[src/apdu_dec_pkg.sv]
`timescale 1ns / 1ps
`default_nettype none
// ----------------------------------------------------------------------------
// apdu_dec_pkg
// Shared constants and types for the command APDU decoder.
// ----------------------------------------------------------------------------
package apdu_dec_pkg;

    // byte counter saturates here, above every valid command length
    localparam int unsigned LENGTH_LIMIT = 131071;
    localparam int COUNT_W    = $clog2(LENGTH_LIMIT + 1);
    localparam int DIFF_W     = COUNT_W + 2;
    localparam int HEADER_LEN = 7;
    localparam int TAIL_LEN   = 3;
    localparam int RESULT_W   = 77;
    localparam int TDATA_W    = ((RESULT_W + 7) / 8) * 8;

    localparam logic [1:0] STATUS_OK           = 2'd0;
    localparam logic [1:0] STATUS_WRONG_LENGTH = 2'd1;
    localparam logic [1:0] STATUS_CONDITIONS   = 2'd2;

    localparam logic [5:0] CASE_NONE   = 6'h00;
    localparam logic [5:0] CASE_1      = 6'h01;
    localparam logic [5:0] CASE_2S     = 6'h02;
    localparam logic [5:0] CASE_3S     = 6'h03;
    localparam logic [5:0] CASE_4S     = 6'h04;
    localparam logic [5:0] CASE_2E     = 6'h12;
    localparam logic [5:0] CASE_3E     = 6'h13;
    localparam logic [5:0] CASE_4E     = 6'h14;
    localparam logic [5:0] CASE_4E_LE3 = 6'h24;

    localparam logic [7:0]  CLA_MASK     = 8'hef;
    localparam logic [16:0] LE_SHORT_MAX = 17'h00100;
    localparam logic [16:0] LE_EXT_MAX   = 17'h10000;
    localparam logic [2:0]  OFFSET_NONE  = 3'd0;
    localparam logic [2:0]  OFFSET_SHORT = 3'd5;
    localparam logic [2:0]  OFFSET_EXT   = 3'd7;

    // decoded command, first field in the highest bits
    typedef struct packed {
        logic [2:0]  data_offset;
        logic        is_extended;
        logic [16:0] expected_length;
        logic [15:0] command_length;
        logic [5:0]  case_code;
        logic [7:0]  param_two;
        logic [7:0]  param_one;
        logic [7:0]  instruction;
        logic [7:0]  class_byte;
        logic [1:0]  status;
    } result_t;

endpackage
`default_nettype wire

[src/apdu_command_decoder.sv]
`timescale 1ns / 1ps
`default_nettype none
// ----------------------------------------------------------------------------
// apdu_command_decoder
// Decodes an ISO 7816 command APDU fed one byte per item into header fields,
// case code, Lc, Le and status.
// ----------------------------------------------------------------------------
//  channel | dir | signals                      | item
//  s_      | in  | s_tvalid s_tready s_tdata s_tlast | one command byte, tlast on last
//  m_      | out | m_tvalid m_tready m_tdata    | one decoded command
//
//  one byte accepted per cycle while no stalled result holds back a last byte; the last
//  byte waits in the input register, then decodes into the result register
//  aresetn clears the byte counter, stored bytes and both valid flags
//  a stalled result blocks only a following last byte; other bytes keep flowing
// ----------------------------------------------------------------------------
module apdu_command_decoder
    import apdu_dec_pkg::*;
(
    input  wire logic               aclk,
    input  wire logic               aresetn,
    input  wire logic               s_tvalid,
    output logic                    s_tready,
    input  wire logic [7:0]         s_tdata,   // [7:0] byte_value
    input  wire logic               s_tlast,   // last_byte
    output logic                    m_tvalid,
    input  wire logic               m_tready,
    // [1:0] status, [9:2] class_byte, [17:10] instruction, [25:18] param_one,
    // [33:26] param_two, [39:34] case_code, [55:40] command_length,
    // [72:56] expected_length, [73] is_extended, [76:74] data_offset, zero pad
    output logic [TDATA_W-1:0]      m_tdata
);

    logic               in_valid_reg;
    logic [7:0]         in_byte_reg;
    logic               in_last_reg;
    logic               out_free;
    logic               consume;

    logic [COUNT_W-1:0] count_reg, count_next;
    logic [7:0]         header_reg [HEADER_LEN];
    logic [7:0]         header_next [HEADER_LEN];
    logic [7:0]         tail_reg [TAIL_LEN];
    logic [7:0]         tail_next [TAIL_LEN];

    logic               out_valid_reg;
    result_t            res_reg, res_next;

    logic [COUNT_W-1:0] len;
    logic [7:0]         b0;
    logic [15:0]        ext_len;
    logic [15:0]        tail_le;
    logic [DIFF_W-1:0]  diff_s;
    logic [DIFF_W-1:0]  diff_e;

    logic [1:0]         status;
    logic [5:0]         kase;
    logic [15:0]        lc;
    logic [16:0]        le;
    logic               extended;

    assign out_free = !out_valid_reg || m_tready;
    assign consume  = in_valid_reg && (!in_last_reg || out_free);
    assign s_tready = !in_valid_reg || consume;
    assign m_tvalid = out_valid_reg;
    assign m_tdata  = {(TDATA_W - RESULT_W)'(0), res_reg};

    always_ff @(posedge aclk) begin
        if (!aresetn) begin
            in_valid_reg <= 1'b0;
        end else if (s_tready) begin
            in_valid_reg <= s_tvalid;
        end
        if (s_tready) begin
            in_byte_reg <= s_tdata;
            in_last_reg <= s_tlast;
        end
    end

    // stored bytes including the one being decoded
    always_comb begin
        for (int i = 0; i < HEADER_LEN; i++) begin
            header_next[i] = (count_reg == COUNT_W'(i)) ? in_byte_reg : header_reg[i];
        end
        tail_next[0] = in_byte_reg;
        for (int i = 1; i < TAIL_LEN; i++) begin
            tail_next[i] = tail_reg[i-1];
        end
        len = (count_reg < COUNT_W'(LENGTH_LIMIT)) ? count_reg + COUNT_W'(1) : count_reg;
    end

    assign b0      = header_next[4];
    assign ext_len = {header_next[5], header_next[6]};
    assign tail_le = {tail_next[1], tail_next[0]};
    // len - 5 - b0 and len - 7 - ext, sign bit on top
    assign diff_s  = {2'b00, len} - DIFF_W'(5) - {(DIFF_W - 8)'(0), b0};
    assign diff_e  = {2'b00, len} - DIFF_W'(7) - {(DIFF_W - 16)'(0), ext_len};

    always_comb begin
        status   = STATUS_OK;
        kase     = CASE_NONE;
        lc       = '0;
        le       = '0;
        extended = 1'b0;

        if (len == COUNT_W'(4)) begin
            kase = CASE_1;
        end
        if (len == COUNT_W'(5)) begin
            kase = CASE_2S;
            le   = (b0 != 8'd0) ? {9'd0, b0} : LE_SHORT_MAX;
        end
        if (b0 != 8'd0 && diff_s == DIFF_W'(0)) begin
            kase = CASE_3S;
            lc   = {8'd0, b0};
        end
        if (b0 != 8'd0 && diff_s == DIFF_W'(1)) begin
            kase = CASE_4S;
            lc   = {8'd0, b0};
            le   = (tail_next[0] != 8'd0) ? {9'd0, tail_next[0]} : LE_SHORT_MAX;
        end

        if (len == COUNT_W'(7) && b0 == 8'd0) begin
            kase     = CASE_2E;
            extended = 1'b1;
            le       = (ext_len != 16'd0) ? {1'b0, ext_len} : LE_EXT_MAX;
        end else if (len > COUNT_W'(7) && b0 == 8'd0) begin
            if (diff_e[DIFF_W-1]) begin
                status = STATUS_WRONG_LENGTH;
            end else begin
                if (diff_e == DIFF_W'(0)) begin
                    kase     = CASE_3E;
                    extended = 1'b1;
                    lc       = ext_len;
                end
                if (diff_e == DIFF_W'(2)) begin
                    kase     = CASE_4E;
                    extended = 1'b1;
                    lc       = ext_len;
                    le       = (tail_le != 16'd0) ? {1'b0, tail_le} : LE_EXT_MAX;
                end
                if (diff_e == DIFF_W'(3) && tail_next[2] == 8'd0) begin
                    kase     = CASE_4E_LE3;
                    extended = 1'b1;
                    lc       = ext_len;
                    le       = (tail_le != 16'd0) ? {1'b0, tail_le} : LE_EXT_MAX;
                end
            end
        end else if (len > COUNT_W'(5) && diff_s[DIFF_W-1]) begin
            status = STATUS_WRONG_LENGTH;
        end

        if (status == STATUS_OK && kase == CASE_NONE) begin
            status = STATUS_CONDITIONS;
        end
        if (status != STATUS_OK) begin
            kase     = CASE_NONE;
            lc       = '0;
            le       = '0;
            extended = 1'b0;
        end

        res_next.status          = status;
        res_next.class_byte      = header_next[0] & CLA_MASK;
        res_next.instruction     = header_next[1];
        res_next.param_one       = header_next[2];
        res_next.param_two       = header_next[3];
        res_next.case_code       = kase;
        res_next.command_length  = lc;
        res_next.expected_length = le;
        res_next.is_extended     = extended;
        if (lc == 16'd0) begin
            res_next.data_offset = OFFSET_NONE;
        end else begin
            res_next.data_offset = extended ? OFFSET_EXT : OFFSET_SHORT;
        end
    end

    // state clears after every last byte
    always_comb begin
        count_next = count_reg;
        if (consume && in_last_reg) begin
            count_next = '0;
        end else if (consume) begin
            count_next = len;
        end
    end

    always_ff @(posedge aclk) begin
        if (!aresetn) begin
            count_reg <= '0;
            for (int i = 0; i < HEADER_LEN; i++) header_reg[i] <= '0;
            for (int i = 0; i < TAIL_LEN; i++) tail_reg[i] <= '0;
        end else if (consume) begin
            count_reg <= count_next;
            for (int i = 0; i < HEADER_LEN; i++) begin
                header_reg[i] <= in_last_reg ? 8'd0 : header_next[i];
            end
            for (int i = 0; i < TAIL_LEN; i++) begin
                tail_reg[i] <= in_last_reg ? 8'd0 : tail_next[i];
            end
        end
    end

    always_ff @(posedge aclk) begin
        if (!aresetn) begin
            out_valid_reg <= 1'b0;
        end else if (consume && in_last_reg) begin
            out_valid_reg <= 1'b1;
        end else if (m_tready) begin
            out_valid_reg <= 1'b0;
        end
        if (consume && in_last_reg) begin
            res_reg <= res_next;
        end
    end

`ifndef SYNTH
    a_no_overwrite: assert property (@(posedge aclk) disable iff (!aresetn)
        (consume && in_last_reg) |-> (!out_valid_reg || m_tready))
        else $error("pending result overwritten");

    a_clear_after_last: assert property (@(posedge aclk) disable iff (!aresetn)
        (consume && in_last_reg) |=> (count_reg == '0))
        else $error("byte counter not cleared after last byte");

    a_error_fields: assert property (@(posedge aclk) disable iff (!aresetn)
        (out_valid_reg && res_reg.status != STATUS_OK) |->
        (res_reg.case_code == CASE_NONE && res_reg.expected_length == '0 &&
         res_reg.data_offset == OFFSET_NONE && !res_reg.is_extended))
        else $error("error result carries decoded fields");

    a_offset_lc: assert property (@(posedge aclk) disable iff (!aresetn)
        (out_valid_reg && res_reg.data_offset != OFFSET_NONE) |->
        (res_reg.command_length != 16'd0))
        else $error("data offset given without command data");

    a_ext_offset: assert property (@(posedge aclk) disable iff (!aresetn)
        (out_valid_reg && res_reg.is_extended) |-> (res_reg.data_offset != OFFSET_SHORT))
        else $error("extended command with short data offset");
`endif

endmodule
`default_nettype wire

[config.mk]
export PLATFORM = sky130hd
export DESIGN_NAME = apdu_command_decoder
export DESIGN_NICKNAME = d
export VERILOG_FILES = /design/src/apdu_dec_pkg.sv /design/src/apdu_command_decoder.sv
export SDC_FILE = /design/constraint.sdc
export NUM_CORES = 1
export LEC_CHECK = 0
export BUFFER_PORTS_ARGS = -buffer_cell sky130_fd_sc_hd__buf_2
export CORE_ASPECT_RATIO = 1.1
export CORE_MARGIN = 3
export CORE_UTILIZATION = 40
export DETAILED_ROUTE_END_ITERATION = 6
export HOLD_SLACK_MARGIN = 0.08
export SLEW_MARGIN = 20
export SYNTH_ARGS = -nofsm -noshare
export SYNTH_HDL_FRONTEND = slang
export SYNTH_SLANG_ARGS = --single-unit
[constraint.sdc]
create_clock -name aclk -period 6 [get_ports aclk]
set_clock_uncertainty 0.1 [all_clocks]
set_input_delay 0 -clock aclk [delete_from_list [all_inputs] [get_ports aclk]]
set_output_delay 0 -clock aclk [all_outputs]
set_load 0.03 [all_outputs]
==> flow_summary.json, run 1 <==
{
  "status": "finished clean",
  "grt.overflow.total": 0,
  "maxCapViolations": 0,
  "endpoint_kind": "flip-flop",
  "drt_pass1_iterations": 6,
  "place_area_mm2": 0.0112,
  "path_class": "flip-flop to flip-flop",
  "synth_area_leaders": "edfxtp_1 45%, ha_1 4.3%, dfxtp_1 3.7%",
  "grt_max_degree": 76,
  "numCtsBuffers": 17,
  "synth_top_area_cell": "edfxtp_1",
  "cts-htree-levels": 4,
  "synth-edff-count": 154,
  "cp.required_ns": 6.09,
  "ir_drop_mv": 0.216,
  "antennaDiodeCount": 0,
  "fmax_ghz": 0.175,
  "num_vias": 7899,
  "cts.clk_slew.worst_paths_ns": 0.08,
  "synth_cell_types": 94,
  "placeableCoreArea_mm2": 0.0248,
  "die_height_um": 173,
  "routabilityCongestion": 0.900,
  "routedWlPerCell_um": 19.9,
  "drt_iter0_markers": 649,
  "chipWidth_um": 158,
  "grt_pass1_vias": 7546,
  "p_per_area_mw_per_mm2": 231,
  "fillCellCount": 2279,
  "hold_viol": 0,
  "rsz0062_at_grt": "yes",
  "fp.dieArea_mm2": 0.0274,
  "clockRootBuffer": "clkbuf_16",
  "relSlewSlack": 0.285,
  "syn2layout_area_growth_pct": 17.3,
  "avgSynthCellArea_um2": 10.8,
  "largest_reg_flops": 74,
  "finalCritPeriodShare": 0.952,
  "min_path_type": "input pin to flip-flop",
  "antenna_found_initial": 0,
  "worstMarginPinSlew_ns": 1.07,
  "cp-start-kind": "flip-flop",
  "drive_gt1_frac": 0.225,
  "synth_flop_cell": "edfxtp_1",
  "slew_viol_final": 0,
  "grt.total_usage": 0.202,
  "finalSetupTns_ns": 0,
  "cp.arrival_ns": 5.81,
  "antenna_left": 0,
  "yosysSeqAreaShare": 0.491,
  "fin_ws_ns": 0.286,
  "syn_area_mm2": 0.0102,
  "async_flop_share": 0,
  "leakage_nw": 4.68,
  "synth_cells": 945,
  "row_count": 60,
  "synth_top_cell_area_share": 0.454,
  "drc": 0,
  "clk_path_buf_depth": 2,
  "clock-sinks": 173,
  "fin_area_mm2": 0.0120,
  "routed_wirelength_um": 27900,
  "crit_fanout": 10,
  "report.final.setup_viol": 0,
  "hpwl_um": 20300,
  "ios": 95,
  "whs_ns": 0.181,
  "grt_pass1_wl_um": 42900,
  "via_per_inst": 5.64,
  "clk_latency_ns": 0.44,
  "ys_seq_elements": 173,
  "final.min_clock_period_ns": 5.71,
  "cts_tree": "built",
  "portBuffers": 89,
  "synth-warning-count": 0,
  "preCtsSetupSlack_ns": 0.222,
  "nNetsFinal": 1128,
  "initial_core_util": 0.412
}
## cells in the final DEF (no fill, tap or decap), types with 18 or more instances in the layout
cell type  count
inv_1         35
and2_1        58
buf_4         57
ha_1          33
dfxtp_1       18
nor3_1        21
nand3_1       21
nor2_1        82
o21ai_0       43
xnor2_1       29
mux2i_1       23
a21oi_1       37
edfxtp_1     154
buf_2         89
mux2_2        21
nand2_1       56
## metrics by stage
stage | util | instances | power [W]
2_1_floorplan | - | 949 | 0.00158
3_3_place_gp | 0.452 | 1353 | 0.00168
3_5_place_dp | 0.452 | 1353 | 0.00168
4_1_cts | 0.481 | 1399 | 0.00278
5_1_grt | 0.483 | 1401 | 0.00285
6_report | 0.483 | 1401 | 0.00276
## cell families after synthesis
family,share of synthesized area
flip-flops,0.491
other,0.000368
multiplexers,0.0458
buffers and inverters,0.0396
AO/OA/AOI/OAI,0.145
AND/OR/NAND/NOR,0.197
adder cells (fa/ha/maj),0.0469
XOR/XNOR,0.0342
## layout make-up
type                       instances  area, um^2  share of cell area
timing repair buffer             160        1010              0.0847
tap                              310         388              0.0324
clock inverter                    15         150              0.0126
sequential                       173        5010               0.419
inverter                          36         138              0.0115
multi-input combinational        690        4840               0.405
clock buffer                      17         425              0.0356
## worst max-delay path, cell delays in order (launching register included)
cell and delay [ns]:
dfxtp_1 0.41, ha_2 0.25, and3_1 0.46, and3_4 0.31, a21oi_2 0.10, or4_4 0.47, nor2b_1 0.23, nand2_1 0.12
xnor2_1 0.15, ha_2 0.39, inv_1 0.09, a221oi_1 0.33, o21ai_0 0.16, a211oi_1 0.23, nand4_1 0.11, a211oi_1 0.22
o2111a_1 0.21, o211ai_1 0.09, nand3b_1 0.27, buf_4 0.22, o311a_1 0.29, a221o_1 0.28
## layer usage
metal / vias up / share of wire / global-route usage
li1: 3783 / - / -
met3: 54 / 0.058 / 0.0332
met5: - / 0 / 0
met4: 0 / 0.021 / 0.0631
met2: 319 / 0.47 / 0.326
met1: 3743 / 0.45 / 0.278
## Yosys cell counts (6+ instances only)
library cell	number
edfxtp_1	154
nor2_1	85
and2_1	58
nand2_1	57
o21ai_0	43
a21oi_1	37
ha_1	35
inv_1	35
xnor2_1	29
clkbuf_1	28
mux2i_1	23
nand3_1	22
mux2_2	21
nor3_1	21
dfxtp_1	19
nand4_1	17
nor2b_1	17
and3_1	13
a22oi_1	12
o21a_1	12
buf_4	11
nor4_1	10
xor2_1	9
a21o_1	8
o22ai_1	8
o2bb2ai_1	8
a211oi_1	7
a21boi_0	7
or2_2	7
buf_2	6
nand2b_1	6
or4_1	6
## worst paths after layout
path                                   from                         to  slack [ns]  cells past startpoint
setup / recovery  count_reg[1]$_SDFFE_PN0P_  m_tdata[64]$_SDFFCE_PN0P_        0.29                     21
hold / removal                      s_tlast      in_last_reg$_DFFE_PP_        0.18                      2
setup reg to reg  count_reg[1]$_SDFFE_PN0P_  m_tdata[64]$_SDFFCE_PN0P_        0.29                     21
hold reg to reg   count_reg[2]$_SDFFE_PN0P_  count_reg[2]$_SDFFE_PN0P_        0.42                      2
## report_power, final
group	total, W	leakage [nW]	switching, W	internal (W)
logic	0.000278	2.70	0.000179	0.0000986
clock network	0.00110	0.280	0.000544	0.000555
registers	0.00138	1.70	0.0000268	0.00136
## timing repair
action	in CTS	in global routing
hold buffers	14	0
buffers inserted	0	2
setup endpoints to repair	0	24
hold endpoints to repair	28	0
gates resized for setup	0	7
No activity file was read; power rests on OpenSTA's default activity.
==> run 2: changes to the inputs <==
--- a/config.mk
+++ b/config.mk
@@ -7,8 +7,8 @@
 export LEC_CHECK = 0
 export BUFFER_PORTS_ARGS = -buffer_cell sky130_fd_sc_hd__buf_2
 export CORE_ASPECT_RATIO = 1.1
-export CORE_MARGIN = 3
-export CORE_UTILIZATION = 40
+export CORE_MARGIN = 5
+export CORE_UTILIZATION = 30
 export DETAILED_ROUTE_END_ITERATION = 6
 export HOLD_SLACK_MARGIN = 0.08
 export SLEW_MARGIN = 20
==> flow_summary.json, run 2 (synthesized netlist as in run 1, its figures left out) <==
{
  "worst_r2r_endpoint": "m_tdata[72]$_SDFFCE_PN0P_",
  "routed_wirelength_um": 28700,
  "antenna_found_initial": 0,
  "clk_path_buf_depth": 2,
  "min_from": "s_tdata[0]",
  "ios": 95,
  "drc": 0,
  "clockRootBuffer": "clkbuf_16",
  "drt_pass1_iterations": 5,
  "die_height_um": 203,
  "grt.total_usage": 0.149,
  "status": "finished clean",
  "initial_core_util": 0.306,
  "routabilityCongestion": 0.901,
  "rr_worst_depth": 23,
  "numCtsBuffers": 17,
  "cp-start-kind": "flip-flop",
  "endpoint_kind": "flip-flop",
  "drive_gt1_frac": 0.226,
  "final.min_clock_period_ns": 5.57,
  "p_per_area_mw_per_mm2": 230,
  "portBuffers": 89,
  "fp.dieArea_mm2": 0.0378,
  "grt.overflow.total": 0,
  "min_to": "in_byte_reg[0]$_DFFE_PP_",
  "cp.required_ns": 6.19,
  "row_count": 70,
  "crit_fanout": 13,
  "drt_iter0_markers": 806,
  "nNetsFinal": 1130,
  "grt_max_degree": 76,
  "fillCellCount": 3290,
  "worstMarginPinSlew_ns": 1.02,
  "placeableCoreArea_mm2": 0.0334,
  "layout_common_cells": "154 x edfxtp_1, 89 x buf_2, 81 x nor2_1",
  "pwr-share-clk": 0.405,
  "cp.arrival_ns": 5.76,
  "via_per_inst": 5.17,
  "leakage_nw": 4.70,
  "final_common_cell": "edfxtp_1",
  "combPwrFrac": 0.099,
  "switching_share": 0.275,
  "maxCapViolations": 0,
  "r2r_slack_ns": 0.43,
  "antenna_left": 0,
  "hpwl_um": 21300,
  "report.final.setup_viol": 0,
  "cellInternalPower_w": 0.00202,
  "pwr-share-seq": 0.496,
  "hold_depth": 2,
  "num_vias": 7877,
  "fin_ws_ns": 0.426,
  "p_sw_w": 0.000767,
  "largest_reg_flops": 74,
  "routedWlPerCell_um": 18.8,
  "antennaDiodeCount": 0,
  "slew_viol_final": 0,
  "relSlewSlack": 0.317,
  "clk_latency_ns": 0.44,
  "path_class": "flip-flop to flip-flop",
  "syn2layout_area_growth_pct": 19.2,
  "preCtsSetupSlack_ns": 0.265,
  "ir_drop_mv": 0.169,
  "grt_pass1_wl_um": 43800,
  "hold_viol": 0,
  "cts.clk_slew.worst_paths_ns": 0.08,
  "rsz0062_at_grt": "no",
  "clock-sinks": 173,
  "worstReg2RegStart": "count_reg[2]$_SDFFE_PN0P_",
  "chipWidth_um": 186,
  "whs_ns": 0.169,
  "min_path_type": "input pin to flip-flop",
  "cts_tree": "built",
  "cts-htree-levels": 4,
  "grt_pass1_vias": 7661,
  "fmax_ghz": 0.179,
  "finalCritPeriodShare": 0.929,
  "finalSetupTns_ns": 0
}
==> run 2: cell count changes in the layout (fill, tap and decap cells not counted), moves of 2 or more <==
| cell | delta |
|---|---|
| buf_4 | +2 |
| clkinv_8 | +2 |
| ha_2 | -2 |
| clkinv_1 | -2 |
| ha_1 | +2 |
==> run 2: layout make-up <==
cell class                 count  area [um^2]  share of cell area
sequential                   173         5000               0.412
timing repair buffer         162         1030              0.0846
inverter                      36          138              0.0113
tap                          432          541              0.0445
clock inverter                15          181              0.0149
clock buffer                  17          425              0.0350
multi-input combinational    690         4830               0.398
==> run 2: worst max-delay path: stages, from the launching register on <==
cell	delay [ns]
dfxtp_1	0.40
ha_1	0.28
and4_1	0.26
nand4_1	0.17
buf_4	0.21
o21ai_2	0.20
ha_1	0.27
o21ai_0	0.17
nand3_1	0.26
nor2_1	0.10
xnor2_1	0.17
ha_1	0.38
inv_1	0.11
a221oi_1	0.28
o21ai_0	0.13
a211oi_1	0.23
nand4_1	0.11
a211oi_1	0.24
o2111a_1	0.23
o211ai_1	0.09
nand3b_1	0.29
buf_4	0.25
or3_1	0.34
a21boi_0	0.16
==> run 2: repair_timing <==
item / 4_1_cts / 5_1_grt
buffers inserted: 0 / 3
resized for setup: 0 / 5
hold endpoints to repair: 28 / 0
hold buffers: 14 / 0
endpoints found under the setup margin: 0 / 20
==> run 2: worst max-delay path by stage <==
stage / startpoint / end / slack (ns) / depth (start not counted)
after global routing: count_reg[1]$_SDFFE_PN0P_ / m_tdata[72]$_SDFFCE_PN0P_ / 0.01 / 24
after global placement: count_reg[4]$_SDFFE_PN0P_ / m_tdata[56]$_SDFFCE_PN0P_ / 0.35 / 21
after floorplan: count_reg[1]$_SDFFE_PN0P_ / m_tdata[64]$_SDFFCE_PN0P_ / 0.82 / 24
final: count_reg[2]$_SDFFE_PN0P_ / m_tdata[72]$_SDFFCE_PN0P_ / 0.43 / 23
after CTS: count_reg[2]$_SDFFE_PN0P_ / m_tdata[68]$_SDFFCE_PN0P_ / 0.24 / 22
after detailed placement: count_reg[2]$_SDFFE_PN0P_ / m_tdata[68]$_SDFFCE_PN0P_ / 0.27 / 22
==> run 2: metal layers <==
metal / vias to the layer above / wire length (um) / global-route usage
met3: 43 / 1610 / 0.0216
met1: 3793 / 12700 / 0.202
met2: 260 / 13700 / 0.246
li1: 3781 / - / -
met5: - / 0 / 0
met4: 0 / 741 / 0.0448
==> run 2: through the flow <==
stage / cells / instance area [um^2] / util / power, W
global placement: 1476 / 11400 / 0.341 / 0.00168
CTS: 1522 / 12100 / 0.363 / 0.00281
finish: 1525 / 12200 / 0.364 / 0.00279
global route: 1525 / 12200 / 0.364 / 0.00289
floorplan: 949 / 10200 / - / 0.00158
detailed placement: 1476 / 11400 / 0.341 / 0.00168
==> run 2: power by group through the flow <==
stage          Clock, W  Combinational [W]  Sequential (W)
6_report        0.00113           0.000276         0.00138
5_1_grt         0.00120           0.000301         0.00139
4_1_cts         0.00115           0.000275         0.00139
3_5_place_dp          0           0.000267         0.00141
3_3_place_gp          0           0.000267         0.00141
2_1_floorplan         0           0.000157         0.00143
